### config.mk
export PLATFORM = sky130hd
export DESIGN_NAME = gidx_div_step
export DESIGN_NICKNAME = d
export VERILOG_FILES = /design/src/gidx_div_step.sv
export SDC_FILE = /design/constraint.sdc
export NUM_CORES = 1
export LEC_CHECK = 0
export BUFFER_PORTS_ARGS = -buffer_cell sky130_fd_sc_hd__buf_2
export CAP_MARGIN = 20
export CORE_ASPECT_RATIO = 1.2
export CORE_MARGIN = 2
export CORE_UTILIZATION = 44
export DETAILED_ROUTE_END_ITERATION = 8
export PLACE_DENSITY = 0.85
export SYNTH_ARGS = -nofsm -noshare
export SYNTH_HDL_FRONTEND = slang
export SYNTH_SLANG_ARGS = --single-unit
export TNS_END_PERCENT = 10
### constraint.sdc
create_clock -name vclk -period 3
set_input_delay 0.3 -clock vclk [all_inputs]
set_output_delay 0.3 -clock vclk [all_outputs]
set_load 0.005 [all_outputs]
### src/gidx_div_step.sv
// ---------------------------------------------------------------------------
// gidx_div_step
// One step of a restoring divider. The partial remainder takes the next
// dividend bit from the top of dq_i; the quotient bit enters at the bottom.
// ---------------------------------------------------------------------------
module gidx_div_step #(
   parameter int REM_BITS = 32,
   parameter int DQ_BITS  = 48
) (
   input  logic [REM_BITS-1:0] divisor,
   input  logic [REM_BITS-1:0] rem_i,
   input  logic [DQ_BITS-1:0]  dq_i,
   output logic [REM_BITS-1:0] rem_o,
   output logic [DQ_BITS-1:0]  dq_o
);

   logic [REM_BITS:0]   trial;
   logic [REM_BITS+1:0] diff;
   logic                fits;

   assign trial = {rem_i, dq_i[DQ_BITS-1]};
   // One spare bit on top so the borrow shows whether the divisor fits.
   assign diff  = {1'b0, trial} - {2'b00, divisor};
   assign fits  = ~diff[REM_BITS+1];

   assign rem_o = fits ? diff[REM_BITS-1:0] : trial[REM_BITS-1:0];
   assign dq_o  = {dq_i[DQ_BITS-2:0], fits};

endmodule
==> results.sh, run 1 <==
export IMPL_outcome="complete, no violations"
export IMPL_rows=31
export IMPL_ys_seq_area_share_pct=0
export IMPL_rsz0062_at_grt="true"
export IMPL_critPathBufInv=4
export IMPL_crit_type="in -> out"
export IMPL_n_antenna_cell=0
export IMPL_io_buffers=98
export IMPL_grt_antenna_before_repair=0
export IMPL_start_kind="input pin"
export IMPL_netlist_area_mm2=0.00279
export IMPL_finalSetupViolCount=0
export IMPL_initial_utilization_pct=45.8
export IMPL_syn2layout_area_growth_pct=9.51
export IMPL_gp_congestion=0.877
export IMPL_hold_viol_final=0
export IMPL_dr_pass1_iters=4
export IMPL_ys_types=62
export IMPL_hp_start="dq_i[11]"
export IMPL_cp_max_fo=22
export IMPL_maxCapViolCount=0
export IMPL_end_kind="output pin"
export IMPL_placedCellCount=551
export IMPL_vias=3000
export IMPL_clock_fmax_mhz=347
export IMPL_totalWireLength_um=7460
export IMPL_path_cells="buf_2, inv_1, ha_1, a21oi_1, o21ai_0, a21oi_2, a311oi_2, nor3_4, buf_4, mux2_2, buf_2"
export IMPL_drtIter0Drc=155
export IMPL_seq_area_um2=0
export IMPL_die_width_um=76.7
export IMPL_fillers=642
export IMPL_grt_pass1_wl_um=12600
export IMPL_crit_arrival_ns=2.58
export IMPL_nClkBuffers=0
export IMPL_first_global_vias=2987
export IMPL_hpwl_um=6440
export IMPL_cp_required_ns=2.70
export IMPL_core_area_mm2=0.00609
export IMPL_critical_path_cell_count=11
export IMPL_ys_warn_count=0
export IMPL_drive_gt1_share_pct=29.9
export IMPL_remaining_drc_errors=0
export IMPL_via_per_inst=5.44
export IMPL_drv_slew=0
export IMPL_dieArea_mm2=0.00699
export IMPL_wl_per_cell_um=13.5
export IMPL_hold_depth=0
export IMPL_syn_inst=421
export IMPL_fin_crit_sh_pct=96.0
export IMPL_finalNonFillerCells=551
export IMPL_worstHoldEndpoint="dq_o[12]"
export IMPL_maxSlewHeadroom_pct=64.6
export IMPL_crit_slowest_cell="mux2_2"
export IMPL_worstMarginPinSlew_ns=0.530
export IMPL_synth_area_per_cell_um2=6.62
export IMPL_io_pins=192
export IMPL_p_leak_nw=1.58
export IMPL_cp_top_family="compound AO/OA/AOI/OAI gates"
export IMPL_grt_max_degree=29
export IMPL_antenna_left=0
export IMPL_fp_dieH_um=91.2
export IMPL_syn_num_nets=566
export IMPL_p_per_area_mw_per_mm2=230
export IMPL_grt_use_total_pct=20.8
export IMPL_ir_drop_mv=0.110
export IMPL_hold_path_class="in -> out"
export IMPL_total_power_mw=0.704
export IMPL_final_core_util_pct=50.2
export IMPL_fin_crit_ns=2.88
export IMPL_fin_nets=616
export IMPL_crit_path_frequent_cell="buf_2"
export IMPL_grt_overflow=0
export IMPL_seq_cell_count=0
export IMPL_cpPeakStageDelay_ns=0.36
==> cell usage after synthesis, types with 2 or more instances <==
cell | count | area [um2]
a211o_1 | 3 | 26.3
a211oi_1 | 3 | 22.5
a211oi_2 | 2 | 25.0
a21boi_0 | 3 | 22.5
a21o_1 | 12 | 90.1
a21o_2 | 2 | 17.5
a21oi_1 | 30 | 150
a21oi_2 | 4 | 35.0
a31oi_1 | 7 | 43.8
and3_1 | 5 | 31.3
and4_1 | 3 | 26.3
buf_2 | 7 | 35.0
buf_4 | 48 | 360
buf_6 | 3 | 33.8
clkbuf_1 | 4 | 15.0
ha_1 | 32 | 400
inv_1 | 42 | 158
inv_2 | 2 | 7.51
mux2_2 | 3 | 33.8
nand2_1 | 52 | 195
nand2b_1 | 2 | 12.5
nand3_1 | 7 | 35.0
nand4_1 | 3 | 18.8
nor2_1 | 27 | 101
nor2b_1 | 2 | 12.5
nor3_1 | 5 | 25.0
o2111a_1 | 2 | 22.5
o2111ai_1 | 2 | 17.5
o211ai_1 | 4 | 30.0
o21a_1 | 4 | 30.0
o21ai_0 | 36 | 180
o21ai_1 | 2 | 10.0
o21bai_1 | 4 | 30.0
o31ai_1 | 4 | 30.0
or2_2 | 3 | 18.8
xnor2_1 | 13 | 114
xor2_1 | 9 | 78.8
==> worst max-delay path by stage <==
stage / endpoint / slack, ns / start
after floorplan: rem_o[30] / 0.50 / dq_i[47]
after global placement: rem_o[28] / 0.13 / dq_i[47]
after detailed placement: rem_o[28] / 0.04 / dq_i[47]
after CTS: rem_o[28] / 0.04 / dq_i[47]
after global routing: rem_o[30] / -0.04 / divisor[6]
final: rem_o[1] / 0.12 / divisor[6]
==> cells by family after synthesis <==
kind of cell             Yosys count  synth area share [%]
AND/OR/NAND/NOR                  116                  19.4
multiplexers                       4                  1.75
XOR/XNOR                          22                  6.91
AO/OA/AOI/OAI                    140                  35.0
buffers and inverters            106                  21.8
adder cells (fa/ha/maj)           33                  15.1
==> layer usage <==
metal / routed length (um) / vias up / global-route usage [%]
met1: 3000 / 1329 / 22.4
met2: 3690 / 98 / 40.1
met5: 0 / - / 0
li1: - / 1529 / -
met4: 410 / 0 / 10.5
met3: 354 / 44 / 1.39
==> metrics by stage <==
| stage | worst slack (ns) | cell area (um2) | setup TNS (ns) | hold WS [ns] |
|---|---|---|---|---|
| after floorplan | 0.497 | 2790 | 0 | 0.681 |
| after global placement | 0.125 | 3040 | 0 | 0.600 |
| after detailed placement | 0.0369 | 3040 | 0 | 0.600 |
| after CTS | 0.0366 | 3040 | 0 | 0.600 |
| after global routing | -0.0352 | 3050 | -0.106 | 0.600 |
| final | 0.121 | 3050 | 0 | 0.600 |
==> repair_timing <==
item                                    CTS  global route
endpoints found under the hold margin     0             0
endpoints found under the setup margin    0             8
hold buffers                              0             0
gates resized for setup                   0             3
buffers inserted                          0             0
==> power breakdown <==
| part | switching (mW) | leakage [nW] | total (mW) | internal [mW] |
|---|---|---|---|---|
| clock network | 0 | 0 | 0 | 0 |
| registers | 0 | 0 | 0 | 0 |
| logic | 0.377 | 1.58 | 0.704 | 0.326 |
| total | 0.377 | 1.58 | 0.704 | 0.326 |
==> final cells by class <==
class | count | area [um2] | area share, %
timing repair buffer | 110 | 593 | 19.4
multi-input combinational | 315 | 2190 | 71.8
tap | 82 | 103 | 3.36
inverter | 44 | 165 | 5.41
==> placed cells by master (no fill, tap or decap), types with 9 or more instances in the layout <==
cell     instances
buf_2           98
xor2_1           9
o21ai_0         35
nand2_1         52
a21o_1          12
ha_1            32
buf_4           11
inv_1           42
a21oi_1         30
xnor2_1         13
nor2_1          27
(Power assumes the default switching activity.)
==> inputs of run 2 (changes only) <==
- CORE_UTILIZATION: 44 -> 35
- PLACE_DENSITY: 0.85 -> 0.7
- SKIP_LAST_GASP: unset -> 1
- clock period: 3 -> 2.96 ns (I/O delays scaled with it)
==> run 2 against run 1 <==
Net effect: final cell count up 4.4%; non-clock buffer count up 14; highest routed layer unchanged; utilization down 8.4 points; combinational power up 7.5%; total power up 7.6%; largest cell class unchanged; hold slack worse by 0.0080 ns; count of clock-buffer cells in the layout unchanged; routed wire length up 5.8%; critical path depth up 1; critical endpoint is now rem_o[15]; first-iteration DRC count down 35%; largest power group unchanged.
==> results.sh, run 2 (synthesis results as in run 1) <==
export IMPL_outcome="complete, no violations"
export IMPL_placedCellCount=570
export IMPL_wl_per_cell_um=13.7
export IMPL_seq_cell_count=0
export IMPL_p_per_area_mw_per_mm2=235
export IMPL_totalWireLength_um=7890
export IMPL_clock_fmax_mhz=343
export IMPL_remaining_drc_errors=0
export IMPL_maxSlewHeadroom_pct=70.1
export IMPL_fin_area_mm2=0.00322
export IMPL_multi_input_area_mm2=0.00221
export IMPL_n_antenna_cell=0
export IMPL_core_area_mm2=0.00771
export IMPL_rows=35
export IMPL_io_buffers=98
export IMPL_maxCapViolCount=0
export IMPL_syn2layout_area_growth_pct=15.3
export IMPL_hpwl_um=6820
export IMPL_grt_overflow=0
export IMPL_drv_slew=0
export IMPL_first_global_vias=2930
export IMPL_rsz0062_at_grt="true"
export IMPL_worstMarginPinSlew_ns=0.444
export IMPL_ir_drop_mv=0.0970
export IMPL_hold_viol_final=0
export IMPL_final_cell_mix="buf_2 (98), nand2_1 (52), inv_1 (42)"
export IMPL_start_kind="input pin"
export IMPL_cp_required_ns=2.66
export IMPL_drtIter0Drc=101
export IMPL_finalNonFillerCells=575
export IMPL_finalSetupViolCount=0
export IMPL_gp_congestion=0.837
export IMPL_dr_pass1_iters=4
export IMPL_antenna_left=0
export IMPL_cp_startpoint="divisor[12]"
export IMPL_cp_max_fo=8
export IMPL_dieArea_mm2=0.00870
export IMPL_seq_area_um2=0
export IMPL_place_area_mm2=0.00311
export IMPL_grt_pass1_wl_um=12500
export IMPL_grt_antenna_before_repair=0
export IMPL_via_per_inst=5.29
export IMPL_mostFrequentLayoutCell="buf_2"
export IMPL_setup_tns_ns=0
export IMPL_p_leak_nw=1.65
export IMPL_end_kind="output pin"
export IMPL_nClkBuffers=0
export IMPL_critPathCapture="rem_o[15]"
export IMPL_fin_nets=630
export IMPL_crit_arrival_ns=2.62
export IMPL_fin_crit_ns=2.91
export IMPL_die_width_um=85.5
export IMPL_grt_use_total_pct=16.7
export IMPL_vias=3043
export IMPL_hold_path_class="in -> out"
export IMPL_io_pins=192
export IMPL_fp_dieH_um=102
export IMPL_grt_max_degree=23
export IMPL_drive_gt1_share_pct=32.7
export IMPL_fillers=818
export IMPL_crit_type="in -> out"
export IMPL_fin_crit_sh_pct=98.4
export IMPL_initial_utilization_pct=36.2
run 2: timing repair:
item                                    in CTS  in global routing
buffers inserted                             0                  5
endpoints found under the setup margin       1                 11
hold buffers                                 0                  0
gates cloned                                 0                  0
resized for setup                            0                 15
pin swaps                                    1                  3
run 2: final cells by class:
type	instances	share of cell area [%]
well taps	92	3.58
inverters	44	5.29
repair buffers	124	22.3
multi-input cells	315	68.8
run 2: worst min-delay path by stage:
stage	startpoint	endpoint	slack (ns)	cells past startpoint
2_1_floorplan	dq_i[9]	dq_o[10]	0.67	1
3_3_place_gp	dq_i[32]	dq_o[33]	0.59	0
3_5_place_dp	dq_i[32]	dq_o[33]	0.59	0
4_1_cts	dq_i[32]	dq_o[33]	0.59	0
5_1_grt	dq_i[9]	dq_o[10]	0.59	0
6_report	dq_i[9]	dq_o[10]	0.59	0
run 2: critical path, stage by stage:
cell	delay, ns
buf_2	0.09
inv_1	0.04
ha_1	0.38
a21oi_1	0.21
o21ai_0	0.18
a21oi_4	0.18
a311oi_2	0.14
nor3_4	0.35
clkinv_4	0.16
buf_12	0.16
mux2_4	0.29
buf_2	0.13
run 2: power by group:
group,internal [mW],total (mW),switching (mW)
sequential,0,0,0
clock,0,0,0
combinational,0.358,0.757,0.399
run 2: per-stage QoR:
step	power [mW]	hold slack, ns	setup slack [ns]	util [%]
2_1_floorplan	0.522	0.673	0.465	-
3_3_place_gp	0.724	0.592	0.0628	40.3
3_5_place_dp	0.727	0.592	0.0144	40.3
4_1_cts	0.733	0.592	0.0123	40.3
5_1_grt	0.838	0.592	-0.0585	41.7
6_report	0.757	0.592	0.0483	41.7
run 2: layer usage:
metal  up-vias  part of all wire, %  track usage, %
li1       1562                    -               -
met1      1384                   43            19.6
met2        89                   52            33.9
met3         8                  4.9            1.14
met4         0                 0.33            1.47
met5         -                    0               0
==> inputs of run 3 (changes only) <==
- CELL_PAD_IN_SITES_DETAIL_PLACEMENT: unset -> 0
- CELL_PAD_IN_SITES_GLOBAL_PLACEMENT: unset -> 2
- CORE_UTILIZATION: 35 -> 21
- PLACE_DENSITY: 0.7 -> 0.95
- SLEW_MARGIN: unset -> 20
==> run 3 against run 2 <==
Net effect: total power is 1.7% lower; global-route usage is 4.7 points lower; maximum frequency is 2.3% higher; highest routed layer unchanged; critical endpoint is now rem_o[12].
==> results.sh, run 3 (synthesis results as in run 1) <==
export IMPL_grt_pass1_wl_um=14300
export IMPL_dieArea_mm2=0.0142
export IMPL_end_kind="output pin"
export IMPL_crit_slowest_cell="fa_1"
export IMPL_grt_overflow=0
export IMPL_totalWireLength_um=8870
export IMPL_crit_arrival_ns=2.55
export IMPL_finalSetupViolCount=0
export IMPL_rsz0062_at_grt="true"
export IMPL_grt_max_degree=23
export IMPL_clock_fmax_mhz=351
export IMPL_fillers=1512
export IMPL_rows=46
export IMPL_setup_tns_ns=0
export IMPL_grt_antenna_before_repair=0
export IMPL_remaining_drc_errors=0
export IMPL_dr_pass1_iters=5
export IMPL_crit_type="in -> out"
export IMPL_fin_crit_sh_pct=96.2
export IMPL_final_cell_mix="buf_2 (98), nand2_1 (52), inv_1 (42)"
export IMPL_drtIter0Drc=141
export IMPL_fin_ws_ns=0.113
export IMPL_ir_drop_mv=0.0885
export IMPL_seq_cell_count=0
export IMPL_cp_max_fo=3
export IMPL_antenna_left=0
export IMPL_fp_dieH_um=130
export IMPL_worstMarginPinSlew_ns=0.431
export IMPL_via_per_inst=4.76
export IMPL_total_power_mw=0.745
export IMPL_holdBufCountCts=0
export IMPL_hpwl_um=7680
export IMPL_start_kind="input pin"
export IMPL_fin_crit_ns=2.85
export IMPL_die_width_um=109
export IMPL_nClkBuffers=0
export IMPL_gp_congestion=0.901
export IMPL_core_area_mm2=0.0131
export IMPL_path_cells="buf_2, inv_1, ha_1, inv_1, fa_1, a21o_1, a31oi_4, buf_4, nor2_2, o21a_1, o31ai_4, xnor2_1, mux2_2, buf_2"
export IMPL_seq_area_um2=0
export IMPL_drive_gt1_share_pct=30.7
export IMPL_initial_utilization_pct=21.3
export IMPL_maxSlewHeadroom_pct=71.0
export IMPL_fin_nets=620
export IMPL_dp_slack_ns=-0.0381
export IMPL_hold_path_class="in -> out"
export IMPL_outcome="complete, no violations"
export IMPL_p_per_area_mw_per_mm2=234
export IMPL_io_buffers=98
export IMPL_grt_use_total_pct=12.0
export IMPL_n_antenna_cell=0
export IMPL_p_leak_nw=1.59
export IMPL_cp_required_ns=2.66
export IMPL_cpPeakStageDelay_ns=0.39
export IMPL_hold_viol_final=0
export IMPL_syn2layout_area_growth_pct=14.2
export IMPL_maxCapViolCount=0
export IMPL_vias=3050
export IMPL_mostFrequentLayoutCell="buf_2"
export IMPL_drv_slew=0
export IMPL_first_global_vias=3080
export IMPL_wl_per_cell_um=13.8
export IMPL_critPathBufInv=5
export IMPL_cp_top_family="compound AO/OA/AOI/OAI gates"
export IMPL_io_pins=192
## run 3: worst paths after layout
check / start / to / slack (ns) / cells past startpoint
setup / recovery: dq_i[47] / rem_o[12] / 0.11 / 14
hold / removal: dq_i[9] / dq_o[10] / 0.59 / 0
## run 3: cell type report
cell class / count / area (um2) / area share [%]
Inverter: 44 / 168 / 5.26
Multi-Input combinational cell: 315 / 2190 / 68.9
Tap cell: 168 / 210 / 6.60
Timing Repair Buffer: 114 / 614 / 19.3
## run 3: metal layers
| metal | track usage [%] | wire (um) | vias to the layer above |
|---|---|---|---|
| met5 | 0 | 0 | - |
| li1 | - | - | 1533 |
| met4 | 1.94 | 167 | 0 |
| met2 | 23.4 | 4420 | 132 |
| met3 | 1.05 | 622 | 25 |
| met1 | 14.3 | 3670 | 1360 |
## run 3: report_power, final
group | switching [mW] | internal, mW
Sequential | 0 | 0
Combinational | 0.408 | 0.337
Clock | 0 | 0
## run 3: timing repair
| item | in CTS | in global routing |
|---|---|---|
| pin swaps | 1 | 9 |
| setup buffers | 1 | 1 |
| gates resized for setup | 0 | 10 |
| setup endpoints to repair | 1 | 10 |
## run 3: metrics by stage
stage / cell area [um2] / instances / util [%] / hold slack [ns]
global route: 3190 / 641 / 24.3 / 0.592
detailed placement: 3150 / 639 / 24.0 / 0.592
finish: 3190 / 641 / 24.3 / 0.592
CTS: 3160 / 640 / 24.1 / 0.592
global placement: 3150 / 639 / 24.0 / 0.592
floorplan: 2790 / 421 / - / 0.673
